File: src/design/svg_pkg.sv
// Shared types, constants and arithmetic helpers of the sphere vertex generator.
// No dependencies.
package svg_pkg;

   localparam int FRAC_BITS    = 14;
   localparam int WORK_BITS    = 30;
   localparam int CORDIC_STEPS = 16;
   localparam int DIV_BITS     = 32;
   localparam int MAX_DIV      = 256;
   localparam int FIFO_DEPTH   = 4;
   localparam int FIFO_AW      = $clog2(FIFO_DEPTH);

   localparam logic signed [33:0] INV_GAIN = 34'sd652032874;
   localparam logic signed [15:0] UNIT_ONE = 16'sd1 <<< FRAC_BITS;

   localparam logic signed [32:0] ATAN_TABLE [24] = '{
      33'sd536870912, 33'sd316933406, 33'sd167458907, 33'sd85004756,
      33'sd42667331,  33'sd21354465,  33'sd10679838,  33'sd5340245,
      33'sd2670163,   33'sd1335087,   33'sd667544,    33'sd333772,
      33'sd166886,    33'sd83443,     33'sd41722,     33'sd20861,
      33'sd10430,     33'sd5215,      33'sd2608,      33'sd1304,
      33'sd652,       33'sd326,       33'sd163,       33'sd81
   };

   typedef enum logic [1:0] {CLS_ERR, CLS_TOP, CLS_BOT, CLS_RING} cls_type;
   typedef enum logic [1:0] {ST_OK = 2'd0, ST_EMPTY = 2'd1, ST_RANGE = 2'd2} status_type;
   typedef enum logic [1:0] {CSR_RADIUS = 2'd0, CSR_SLICES = 2'd1, CSR_STACKS = 2'd2}
      csr_index_type;

   typedef struct packed {
      cls_type     cls;
      status_type  status;
      logic [15:0] total;
      logic [15:0] vnum;
   } tag_type;

   typedef struct packed {
      tag_type    tag;
      logic [9:0] n_pol;
      logic [9:0] d_pol;
      logic [9:0] n_az;
      logic [9:0] d_az;
   } item_type;

   // Round to nearest, ties away from zero, dropping FRAC_BITS bits.
   function automatic logic signed [39:0] rnd_frac(input logic signed [39:0] v);
      logic [39:0] mag;
      mag = v[39] ? 40'(-v) : 40'(v);
      mag = (mag + (40'd1 << (FRAC_BITS - 1))) >> FRAC_BITS;
      return v[39] ? -$signed(mag) : $signed(mag);
   endfunction

   // Q2.30 working value to Q1.14, rounded and saturated to +-1.0.
   function automatic logic signed [15:0] to_unit(input logic signed [33:0] w);
      logic signed [35:0] m;
      m = w[33] ? -36'(w) : 36'(w);
      m = (m + (36'sd1 <<< (WORK_BITS - FRAC_BITS - 1))) >>> (WORK_BITS - FRAC_BITS);
      if (w[33]) m = -m;
      if (m > 36'(UNIT_ONE)) m = 36'(UNIT_ONE);
      if (m < -36'(UNIT_ONE)) m = -36'(UNIT_ONE);
      return m[15:0];
   endfunction

endpackage

File: src/design/svg_fifo.sv
// Short item queue between the front end and the compute pipeline.
// Depends on svg_pkg.
module svg_fifo (
   input  logic              clock,
   input  logic              reset,
   input  logic              push,
   input  svg_pkg::item_type push_data,
   output logic              full,
   input  logic              pop,
   output svg_pkg::item_type pop_data,
   output logic              empty
);
   import svg_pkg::*;

   item_type           mem_ff [FIFO_DEPTH];
   logic [FIFO_AW-1:0] wr_ff, wr_in, rd_ff, rd_in;
   logic [FIFO_AW:0]   cnt_ff, cnt_in;

   assign full     = (cnt_ff == (FIFO_AW + 1)'(FIFO_DEPTH));
   assign empty    = (cnt_ff == '0);
   assign pop_data = mem_ff[rd_ff];

   always_comb begin
      wr_in  = wr_ff + FIFO_AW'(push);
      rd_in  = rd_ff + FIFO_AW'(pop);
      cnt_in = cnt_ff + (FIFO_AW + 1)'(push) - (FIFO_AW + 1)'(pop);
   end

   always_ff @(posedge clock) begin
      if (reset) begin
         wr_ff  <= '0;
         rd_ff  <= '0;
         cnt_ff <= '0;
      end else begin
         wr_ff  <= wr_in;
         rd_ff  <= rd_in;
         cnt_ff <= cnt_in;
      end
      if (push) mem_ff[wr_ff] <= push_data;
   end
endmodule

File: config.mk
export PLATFORM = sky130hd
export DESIGN_NAME = svg_fifo
export DESIGN_NICKNAME = d
export VERILOG_FILES = /design/src/design/svg_pkg.sv /design/src/design/svg_fifo.sv
export SDC_FILE = /design/constraint.sdc
export NUM_CORES = 1
export LEC_CHECK = 0
export BUFFER_PORTS_ARGS = -buffer_cell sky130_fd_sc_hd__buf_4
export CAP_MARGIN = 15
export CELL_PAD_IN_SITES_DETAIL_PLACEMENT = 0
export CELL_PAD_IN_SITES_GLOBAL_PLACEMENT = 1
export CORE_UTILIZATION = 45
export CTS_BUF_LIST = sky130_fd_sc_hd__clkbuf_2 sky130_fd_sc_hd__clkbuf_4 sky130_fd_sc_hd__clkbuf_8
export DETAILED_ROUTE_END_ITERATION = 8
export GPL_ROUTABILITY_DRIVEN = 0
export PLACE_DENSITY_LB_ADDON = 0.1
export SLEW_MARGIN = 20
export SYNTH_ARGS = -nofsm -noshare
export SYNTH_HDL_FRONTEND = slang
export SYNTH_SLANG_ARGS = --single-unit
File: constraint.sdc
create_clock -name clock -period 10.25 [get_ports clock]
set_clock_uncertainty 0.2 [all_clocks]
set_input_delay 3.075 -clock clock [delete_from_list [all_inputs] [get_ports clock]]
set_output_delay 3.075 -clock clock [all_outputs]
set_load 0.05 [all_outputs]
-- Word-level counts from Yosys, hierarchy flattened
Memory sizes are Yosys's and may differ from the RTL's. A register that Yosys moved wholly into a read port is not among the register bits.
Cells that the tools add are included.
- add/subtract/negate cells: 4
- reductions and logical operators: 1
- eq/ne operators: 1
- div/mod/pow operators: 0
- mux-type cells: 3
- shifts and indexed selects: 0
- bitwise logic cells: 0
- multipliers: 0
- magnitude comparators: 0
- operator list (operator ; count):
    $add A2 B1 Y2 ; 2
    $add A3 B1 Y3 ; 1
    $eq A3 B3 Y1 const B ; 1
    $logic_not A3 Y1 ; 1
    $sub A3 B1 Y3 ; 1
    $mux W1 ; 2
    $mux W2 ; 1
- word-level logic and storage cells: 13
- flip-flop bits (word level): 7
- memories kept: 1
- RAM bits: 304
- latch bits: 0
- bits of input ports: 80
- output and inout port bits: 78
- memory bits (read-only): 0
- memory list (memory ; words ; width ; rd ports ; clocked after memory_dff ; wr ports ; line ; RTL):
    mem_ff ; 4 ; 76 ; 1 ; 1 ; 1 ; svg_fifo.sv:15 ; item_type mem_ff [FIFO_DEPTH];

-- Depth between registers and ports, before layout
- depth after elaboration: 2
- mapped depth: 7
- depth with buffers taken out: 7

-- Least setup slack after synthesis
No wires, ideal clock.
- path kind: input to register
- start: input port push
- end: memory mem_ff[0][0] (netlist name), enable pin
- setup slack: 0.877 ns
- data arrival time: 8.554 ns
- library setup time: 0.619 ns
- required time: 9.431 ns
- path buffers: 0
- stages on the path: 1
- cells stage by stage: nor3b_1
- word-level cells in the longest chain between the ends: 2
- ends and longest elaborated chain (element ; line ; RTL):
    from (decl) ; svg_fifo.sv:6 ; input logic push,
    $mux W1 ; svg_fifo.sv:39 ; if (push) mem_ff[wr_ff] <= push_data;
    $mux W1 (implied by the code) ; svg_fifo.sv:39 ;
    to (decl) ; svg_fifo.sv:15 ;
No other way between the ends.

==> results.md <==
- Die Area: 25900 sq um
- Post-synthesis cell count: 431
- Pwr Density: 210 nW/um^2
- Part of the cycle the worst path needs: 0.618
- Placed inst area: 12800 sq um
- Top cells by area, synth: edfxtp_1 (80%), mux4_2 (15%), dfxtp_1 (1.2%)
- TritonCTS buffer count: 49
- CP cell instances: buf_4 > mux4_2 > buf_4
- Via density: 5.10
- Post-route minimum period: 6340 ps
- Iter 0 DRT Violations: 208
- CP Max Fanout: 43
- Mapped Area: 11400 sq um
- Commonest cells after routing, fill and taps aside: edfxtp_1 (304), buf_4 (164), mux4_2 (76)
- DR pass1 iterations: 5
- Initial antenna violation count: 0
- CP startpoint: rd_ff[0]$_SDFF_PP0_
- Slowest stage delay, CP: 950 ps
- # DRC: 0
- Post-synthesis sequential area ratio: 0.816
- Largest net degree at the start of global routing: 72
- Post-route ant nets: 0
- Number of placement rows: 57
- Worst-Margin Slew: 904 ps
- WP data arrival: 3060 ps
- Synth area leader: edfxtp_1
- # resized after CTS: 0
- Unrepaired setup endpoints after global routing: false
- Register-to-register setup slack: 7730 ps
- Worst vdd ir: 112 uV
- Design area: 13800 sq um
- Outcome: finished clean
- Reg-to-Reg End: mem_ff[2][29]$_DFFE_PP_
- TritonCTS Sinks: 311
- Gr ovfl total: 0
- Max_cap viols: 0
- Worst Setup Start Kind: flip-flop
- Hold-fix buffers at CTS: 0
- Final net count: 714
- Clk_lat worst skew: 530 ps
- WL final: 20500 um
- Post-Syn Area per Cell: 26.3 sq um
- Layout fillers: 1896
- Nature of the critical path endpoint: output pin
- Share of cells above drive strength 1: 0.483
- Worst Path Class, Setup: reg -> out
- CP required: 6980 ps
- Delay-heaviest family, CP: flip-flops
- FF+latch count, synth: 311
- Core area: 24500 sq um
- Htree depth: 2
- Final design utilization: 0.561
- Bufs and invs on worst path: 2
- Reg2reg start: wr_ff[1]$_SDFF_PP0_
- Boundary Pins: 158
- Vias in the first global route: 5620
- CTS Root Cell: clkbuf_8
- Initial Utilization: 0.463
- Hold_sp: rd_ff[1]$_SDFF_PP0_
- Die W: 161 um
- Die Y: 161 um
- Crit-path slowest cell: dfxtp_4
- Max Freq: 158 MHz
- First-pass GRT wire length: 31400 um
- Post-DR wirelength/cell: 20.7 um
- Leak Pwr: 4.65 nW
- Final hold violation count: 0
- Worst min-delay path class: reg -> reg
- Most used cell, CP: buf_4
- Crit path depth: 3
- Synth cell types: 20
- CTS tree: yes
- Critical Path Sink: pop_data[34]
- Setup Viol. Count Final: 0
- Top cell type's share of synthesized area: 0.804
- Area grow syn2layout: 21.2%
- Post-CTS setup buffers: 0
- Clk buf depth: 3
- PortBufs: 157
- Final TNS setup: 0 ps
- Overall routing resource usage: 0.163
- Hold slack final: 386 ps
- Via count: 5041
- Net Count, Synth: 516
- DP Wirelength: 11500 um
- N_diodes: 0
- Most common cell after layout, fill and taps aside: edfxtp_1
- Relative slew slack: 0.397
- Synth warn: 0
- Max Slew Vio Count: 0
- R2R depth: 3
- Clock slew at the register clock pins of the worst setup and hold paths: 60 ps
-- cell usage after synthesis --
cell      number
xor3_1         1
xnor2_1        2
clkbuf_1       3
buf_12         5
mux4_2        76
and3b_1        1
fa_1           1
buf_2          8
ha_1           4
nor3_1         1
nor2b_1        4
nor2_1         4
edfxtp_1     304
nor3b_1        1
nand2_1        1
and3_1         2
inv_1          4
dfxtp_1        7
buf_6          1
buf_4          1
-- per-stage QoR --
step / total power, mW / setup WS [ps] / cells
after detailed placement: 1.97 / 4320 / 901
after floorplan: 1.83 / 877 / 431
after global routing: 3.01 / 3590 / 988
after global placement: 1.97 / 4320 / 901
final: 2.89 / 3910 / 988
after CTS: 2.93 / 3730 / 987
-- worst min path at each step --
stage	endpoint	slack, ps	cells past startpoint
3_3_place_gp	wr_ff[1]$_SDFF_PP0_	360	2
6_report	rd_ff[1]$_SDFF_PP0_	390	2
5_1_grt	rd_ff[1]$_SDFF_PP0_	420	2
2_1_floorplan	wr_ff[1]$_SDFF_PP0_	320	2
3_5_place_dp	rd_ff[1]$_SDFF_PP0_	380	2
4_1_cts	rd_ff[1]$_SDFF_PP0_	400	2
-- sequential cells by signal (all words and copies together) (netlist names) --
register,count
mem_ff,304
cnt_ff,3
rd_ff,2
wr_ff,2
-- final cells by class --
class	count	area, sq um	area share
Sequential cell	311	9280	0.674
Inverter	4	15.0	0.00109
Timing Repair Buffer	165	1250	0.0909
Tap cell	324	405	0.0295
Clock buffer	68	817	0.0594
Multi-Input combinational cell	98	1920	0.140
Clock inverter	18	77.6	0.00564
-- per-layer routing --
metal,share of wire,global-route usage
met5,0,0
met3,0.072,0.0504
met4,0.019,0.0523
met1,0.41,0.204
met2,0.50,0.271
-- logic make-up after synthesis --
kind of cell | count (synthesis) | share of synthesized area
adder cells (fa/ha/maj) | 5 | 0.00617
flip-flops | 311 | 0.816
buffers and inverters | 22 | 0.0163
XOR/XNOR | 3 | 0.00364
multiplexers | 76 | 0.151
AND/OR/NAND/NOR | 14 | 0.00683
-- worst register-to-register path, stage by stage (launching register included) --
cell	delay, ps
dfxtp_1	420
nand2_1	120
nor2_4	560
buf_4	810
-- power by group --
part / total [mW] / internal [mW] / switching (mW)
clock network: 0.949 / 0.512 / 0.436
logic: 0.452 / 0.164 / 0.288
registers: 1.49 / 1.46 / 0.0248
Note: power is estimated with default switching activity, not from simulation.
