==> config.mk <==
export PLATFORM = sky130hd
export DESIGN_NAME = svg_front
export DESIGN_NICKNAME = d
export VERILOG_FILES = /design/src/design/svg_pkg.sv /design/src/design/svg_front.sv
export SDC_FILE = /design/constraint.sdc
export NUM_CORES = 1
export LEC_CHECK = 0
export BUFFER_PORTS_ARGS = -buffer_cell sky130_fd_sc_hd__buf_2
export CAP_MARGIN = 20
export CORE_AREA = 3 3 132 134
export DETAILED_ROUTE_END_ITERATION = 12
export DIE_AREA = 0 0 135 137
export PLACE_DENSITY = 0.8
export SYNTH_ARGS = -nofsm -noshare
export SYNTH_HDL_FRONTEND = slang
export SYNTH_SLANG_ARGS = --single-unit
==> constraint.sdc <==
create_clock -name clock -period 7.1 [get_ports clock]
set_input_delay 1.065 -clock clock [delete_from_list [all_inputs] [get_ports clock]]
set_output_delay 1.065 -clock clock [all_outputs]
set_load 0.01 [all_outputs]
==> src/design/svg_pkg.sv <==
// Shared types, constants and arithmetic helpers of the sphere vertex generator.
// No dependencies.
package svg_pkg;

   localparam int FRAC_BITS    = 14;
   localparam int WORK_BITS    = 30;
   localparam int CORDIC_STEPS = 16;
   localparam int DIV_BITS     = 32;
   localparam int MAX_DIV      = 256;
   localparam int FIFO_DEPTH   = 4;
   localparam int FIFO_AW      = $clog2(FIFO_DEPTH);

   localparam logic signed [33:0] INV_GAIN = 34'sd652032874;
   localparam logic signed [15:0] UNIT_ONE = 16'sd1 <<< FRAC_BITS;

   localparam logic signed [32:0] ATAN_TABLE [24] = '{
      33'sd536870912, 33'sd316933406, 33'sd167458907, 33'sd85004756,
      33'sd42667331,  33'sd21354465,  33'sd10679838,  33'sd5340245,
      33'sd2670163,   33'sd1335087,   33'sd667544,    33'sd333772,
      33'sd166886,    33'sd83443,     33'sd41722,     33'sd20861,
      33'sd10430,     33'sd5215,      33'sd2608,      33'sd1304,
      33'sd652,       33'sd326,       33'sd163,       33'sd81
   };

   typedef enum logic [1:0] {CLS_ERR, CLS_TOP, CLS_BOT, CLS_RING} cls_type;
   typedef enum logic [1:0] {ST_OK = 2'd0, ST_EMPTY = 2'd1, ST_RANGE = 2'd2} status_type;
   typedef enum logic [1:0] {CSR_RADIUS = 2'd0, CSR_SLICES = 2'd1, CSR_STACKS = 2'd2}
      csr_index_type;

   typedef struct packed {
      cls_type     cls;
      status_type  status;
      logic [15:0] total;
      logic [15:0] vnum;
   } tag_type;

   typedef struct packed {
      tag_type    tag;
      logic [9:0] n_pol;
      logic [9:0] d_pol;
      logic [9:0] n_az;
      logic [9:0] d_az;
   } item_type;

   // Round to nearest, ties away from zero, dropping FRAC_BITS bits.
   function automatic logic signed [39:0] rnd_frac(input logic signed [39:0] v);
      logic [39:0] mag;
      mag = v[39] ? 40'(-v) : 40'(v);
      mag = (mag + (40'd1 << (FRAC_BITS - 1))) >> FRAC_BITS;
      return v[39] ? -$signed(mag) : $signed(mag);
   endfunction

   // Q2.30 working value to Q1.14, rounded and saturated to +-1.0.
   function automatic logic signed [15:0] to_unit(input logic signed [33:0] w);
      logic signed [35:0] m;
      m = w[33] ? -36'(w) : 36'(w);
      m = (m + (36'sd1 <<< (WORK_BITS - FRAC_BITS - 1))) >>> (WORK_BITS - FRAC_BITS);
      if (w[33]) m = -m;
      if (m > 36'(UNIT_ONE)) m = 36'(UNIT_ONE);
      if (m < -36'(UNIT_ONE)) m = -36'(UNIT_ONE);
      return m[15:0];
   endfunction

endpackage

==> src/design/svg_front.sv <==
// Front end: configuration registers and item classification.
// Depends on svg_pkg.
module svg_front (
   input  logic              clock,
   input  logic              reset,
   input  logic              csr_valid,
   output logic              csr_ready,
   input  logic [1:0]        csr_index,
   input  logic [15:0]       csr_data,
   input  logic [8:0]        stack_index,
   input  logic [7:0]        slice_index,
   output logic [15:0]       radius,
   output svg_pkg::item_type item
);
   import svg_pkg::*;

   logic [15:0] radius_ff;
   logic [8:0]  slices_ff, stacks_ff;
   logic        cfg_bad, top, bot, range_bad;
   logic [17:0] total_w, vnum_w;

   assign csr_ready = 1'b1;
   assign radius    = radius_ff;

   always_ff @(posedge clock) begin
      if (reset) begin
         radius_ff <= 16'd256;
         slices_ff <= 9'd16;
         stacks_ff <= 9'd16;
      end else if (csr_valid) begin
         case (csr_index)
            CSR_RADIUS: radius_ff <= csr_data;
            CSR_SLICES: slices_ff <= csr_data[8:0];
            CSR_STACKS: stacks_ff <= csr_data[8:0];
            default: ;
         endcase
      end
   end

   always_comb begin
      cfg_bad   = (slices_ff == '0) || (stacks_ff < 9'd2) ||
                  (slices_ff > 9'(MAX_DIV)) || (stacks_ff > 9'(MAX_DIV));
      top       = (stack_index == '0);
      bot       = (stack_index == stacks_ff);
      range_bad = (stack_index > stacks_ff) ||
                  (!top && !bot && ({1'b0, slice_index} >= slices_ff));
      total_w   = 18'(slices_ff) * 18'(stacks_ff - 9'd1) + 18'd2;
      vnum_w    = 18'd1 + 18'(stack_index - 9'd1) * 18'(slices_ff) + 18'(slice_index);

      item.n_pol = {1'b0, stack_index};
      item.d_pol = {stacks_ff, 1'b0};
      item.n_az  = {2'b00, slice_index};
      item.d_az  = {1'b0, slices_ff};
      item.tag.total = total_w[15:0];
      item.tag.vnum  = '0;
      item.tag.status = ST_OK;
      if (cfg_bad) begin
         item.tag.cls    = CLS_ERR;
         item.tag.status = ST_EMPTY;
         item.tag.total  = '0;
      end else if (range_bad) begin
         item.tag.cls    = CLS_ERR;
         item.tag.status = ST_RANGE;
         item.tag.total  = '0;
      end else if (top) begin
         item.tag.cls = CLS_TOP;
      end else if (bot) begin
         item.tag.cls  = CLS_BOT;
         item.tag.vnum = total_w[15:0] - 16'd1;
      end else begin
         item.tag.cls  = CLS_RING;
         item.tag.vnum = vnum_w[15:0];
      end
   end
endmodule

=== Yosys cells after proc, flatten, opt, wreduce, memory -nomap -nowiden ===
Cells that the tools add are included.

* Flip-flop bits (word level): 34
* Bits of input ports: 38
* Output and inout bits: 93
* Word-level logic and storage cells: 42

* Add/sub/neg operators: 6
* Multipliers: 2
* Order comparisons: 5
* Eq/ne operators: 3
* Multiplexer cells: 9
* Reductions and logical operators: 14

{| class="wikitable"
|+ Operators with widths
! cell !! count
|-
| 16-bit 2-to-1 mux || 4
|-
| 10-bit by 10-bit multiplier with 16-bit output || 2
|-
| 20-bit 2-to-1 mux || 1
|-
| 9-bit by 1-bit subtractor with 10-bit output, second input constant || 2
|-
| 9-bit > comparator, second input constant || 2
|-
| 9-bit logical NOT || 2
|-
| 18-bit 2-to-1 mux || 1
|-
| 1-bit by 16-bit adder with 16-bit output, first input constant || 1
|-
| 16-bit by 2-bit adder with 16-bit output, second input constant || 1
|-
| 16-bit by 8-bit adder with 16-bit output || 1
|-
| 16-bit by 1-bit subtractor with 16-bit output, second input constant || 1
|-
| 9-bit == test || 1
|-
| 8-bit by 9-bit >= comparator with 1-bit output || 1
|-
| 9-bit > comparator || 1
|-
| 9-bit by 2-bit < comparator with 1-bit output, second input constant || 1
|-
| 2-bit AND reduction || 3
|-
| 1-bit logical OR || 4
|-
| 2-bit 2-to-1 mux || 2
|-
| 2-bit by 1-bit == test with 1-bit output, second input constant || 1
|-
| 2-bit == test, second input constant || 1
|-
| 1-bit logical AND || 2
|-
| 1-bit logical NOT || 2
|-
| 2-bit logical NOT || 1
|-
| 1-bit 2-to-1 mux || 1
|}

=== Logic depth before layout (Yosys ltp) ===
* Depth in word-level cells: 8
* Mapped depth: 25
* Mapped depth without buffers: 24

=== Worst setup path after synthesis ===
Ideal clock, no wire load.

* Path kind: flip-flop to output port
* Start: register stacks_ff[2]
* End: output item[55] in the netlist's numbering
* Arrival: 6572 ps
* Required time: 6035 ps
* Slack: -537 ps
* Cell stages (with the launch flop): 23
* Path buffers: 0
* Path through: dfxtp_1 nor4_1 nand3_1 or4_1 inv_1 nand2b_1 fa_1 fa_1 inv_1 fa_1 fa_1 inv_1 fa_1 inv_1 ha_1 or3_1 or2_2 o221a_2 a211oi_1 and2_1 nand4_1 xnor2_1 o31ai_1

{| class="wikitable"
|+ RTL lines
! element !! RTL line !! source
|-
| start: declaration || svg_front.sv:18 || <nowiki>logic [8:0] slices_ff, stacks_ff;</nowiki>
|-
| start signal: assignment || svg_front.sv:34 || <nowiki>CSR_STACKS: stacks_ff <= csr_data[8:0];</nowiki>
|-
| end: declaration || svg_front.sv:13 || <nowiki>output svg_pkg::item_type item</nowiki>
|}

==> results.toml <==
[power_and_ir_drop]
power_switching_uw = 680
p_clk_share_pct = 14.2
power.share.sequential_pct = 13.1
combPwrFrac_pct = 72.7
switching_share_of_power_pct = 43.8
cell_internal_pwr_uw = 874
worst_ir_drop_vdd_mv = 0.225
leakage_uw = 0.00615
power_density_mw_per_mm2 = 132

[hold_path]
hold_start = "radius[12]"
hold_path.class = "reg2reg"
holdPathStages = 2
hold_path_end = "radius[12]"

[status]
violations_in_the_final_reports = "negative setup slack"
run_status = "complete, but fails checks"

[setup_path]
rr_worst_depth = 5
crit_type = "in2out"
critical_path_peak_fanout = 3
sort_of_element_at_the_end_of_the_critical_path = "output pin"
cp-start-kind = "input pin"
r2r_start = "slices_ff[4]"
crit-reg2reg-capture = "slices_ff[4]"
timing.reg2reg.setup_slack_ps = 5750
cp.required_ps = 6030
arrival_ps = 6660

[clocking]
cts_hold_buf = 0
cts-buffers-inserted = 5
cts_root_buffer = "clkbuf_16"
cts_clock_pin_slew_for_the_worst_setup_and_hold_paths_ps = 50
clk_path_buf_depth = 2
clock_latency_ps = 280
tritoncts_clock_tree = "built"
cts_sinks = 34
htree_num_levels = 2

[grt]
global_route_congestion_overflow_total = 0
antenna_found_initial = 0
maximum_number_of_pins_on_one_net_before_global_route_repair = 35
grt_util_all_layers_pct = 29.1
first_global_vias = 8914
global_route_wire_length_before_repair_mm = 43.1

[logic_synthesis]
count_of_flip_flops_with_a_built_in_enable_after_synthesis = 0
synth_ff_type = "dfxtp_1"
ys_types = 63
yosysSeqAreaShare_pct = 7.56
ys_ff_latch = 34
synth_commonest_cells = "inv_1 (191), fa_1 (125), nand2_1 (124)"
synthMostInstantiatedCell = "inv_1"
async_flop_share_pct = 0
netlist_top_cells_area = "fa_1 (28%), ha_1 (15%), inv_1 (8.0%)"
yosysTopAreaCell = "fa_1"
syn_inst = 1098
synthDominantCellAreaShare_pct = 27.8
synthesis.yosys.warnings = 0
synth_area_mm2 = 0.00900
post_synth.cell_area_avg_um2 = 8.20

[floorplan]
floorplan.die_area_mm2 = 0.0185
io_pins = 131
initial_core_util_pct = 54.9
core_region_area_mm2 = 0.0164
die_height_um = 137
floorplan.rows = 47
die_width_um = 135

[timing]
worst_hold_slack_ps = 451
rsz_0062_raised_after_global_routing = "yes"
timing.clock.skew_ps = 0
final_period_minus_worst_setup_slack_ps = 7720
max_clk_rate_mhz = 129
setup-violations-final = 8
max_slew.worst_pin.slew_ps = 801
post-route-period-util_pct = 109
final_max_slew_viol_count = 0
maxSlewHeadroom_pct = 46.6
hold_viol_final = 0
postLayoutSetupSlackWorst_ps = -625

[layout]
design.final.nets = 1617
utilization_pct = 72.0
num_antenna_cells = 0
num-fill-cells = 1132
postLayoutCellArea_mm2 = 0.0118
drive_above_1_share_pct = 32.7
synthesis_to_layout_area_growth_pct = 31.3

[detailed_routing]
initialDrtViolationCount = 640
routed-via-count = 8581
routed_wl_mm = 28.1
avgViaCountPerCell = 5.48
final_antenna_net_count = 0
route.detailed.wl_per_inst_um = 18.0
drcViolationCount = 0
first_pass_iteration_count_of_the_detailed_router = 7

[placement]
gp_congestion = 0.976
dp_hpwl_mm = 21.8
port_buffers = 124
placedInstanceArea_mm2 = 0.0109

[flow_run]
cap_viol_max_count = 0
timing repair:
action	CTS	global route
pin swaps	64	63
setup buffers	14	12
gates resized for setup	43	95
endpoints found under the setup margin	11	15
hold endpoints to repair	0	0
cells by family after synthesis:
kind of cell               count (synthesis)  share of synthesized area [%]
other                                      2                         0.0834
AOI/OAI and AO/OA                        113                           8.74
buffers and inverters                    258                           12.1
and+or+nand+nor                          366                           19.2
muxes                                     17                           1.89
DFF                                       34                           7.56
adders and majority gates                235                           43.1
xor gates and xnor gates                  73                           7.41
worst max-delay path, stage by stage:
cell,delay [ps]
buf_6,90
or4_4,580
buf_6,150
nor3_4,180
xor2_2,160
buf_4,160
nand2_2,60
fa_1,480
inv_1,50
fa_1,470
inv_1,50
fa_1,470
inv_1,50
fa_1,490
inv_1,60
fa_1,490
inv_2,50
ha_4,160
buf_4,160
nor3_4,200
o21ai_2,100
a41oi_2,200
o21ai_1,90
xnor2_1,210
nand4b_1,160
o31ai_2,100
buf_2,170
area by class of cell:
cell class | instances | area, um^2 | share of cell area, %
tap | 220 | 275 | 2.33
sequential | 34 | 686 | 5.80
clock inverter | 2 | 12.5 | 0.106
timing repair buffer | 299 | 2030 | 17.2
multi-input combinational | 810 | 7940 | 67.2
inverter | 194 | 731 | 6.18
clock buffer | 6 | 139 | 1.18
routing by layer:
layer / up-vias / global-route usage, % / wire length [um]
li1: 3902 / - / -
met1: 4065 / 36.3 / 10700
met2: 485 / 50.4 / 13500
met3: 129 / 4.78 / 2490
met4: 0 / 11.9 / 1440
met5: - / 0 / 0
registers in the layout (all words and copies together), names as in the netlist:
name       flops
stacks_ff      9
radius        16
slices_ff      9
power by group through the flow:
stage	sequential (uW)	combinational (uW)	clock, uW
floorplan	210	568	0
global placement	207	890	0
detailed placement	207	923	0
CTS	204	964	221
global route	205	1230	227
finish	204	1130	220
worst max-delay path by stage:
stage	start	end	slack, ps	cells after the start
global placement	stack_index[3]	item[55]	-650	22
finish	stack_index[4]	item[55]	-620	27
detailed placement	stack_index[3]	item[55]	-760	21
global route	stack_index[4]	item[54]	-880	23
CTS	stack_index[4]	item[53]	-510	22
floorplan	stack_index[3]	item[54]	-210	22
metrics by stage:
stage	power, uW	std cells	setup TNS (ps)	setup WS [ps]
5_1_grt	1660	1565	-5770	-879
6_report	1550	1565	-3640	-625
3_5_place_dp	1130	1535	-3300	-761
3_3_place_gp	1100	1535	-2590	-652
2_1_floorplan	778	1102	-337	-214
4_1_cts	1390	1555	-3110	-512
placed cells by master, fill, tap and decap left out, drive strengths merged, types with 9 or more instances in the layout:
master  netlist  layout
nand3         9       9
nor2b        13      13
nor2        112     112
xnor2        51      51
mux2i        17      17
dfxtp        34      34
a21oi        34      34
ha          110     110
o21ai        17      17
nor3         10      10
xor2         20      20
a21o          9       9
fa          125     125
nand2b       19      19
buf          28     299
inv         191     191
nand2       124     124
a211oi       21      21
and2         39      39
No activity file was read; power rests on OpenSTA's default activity.
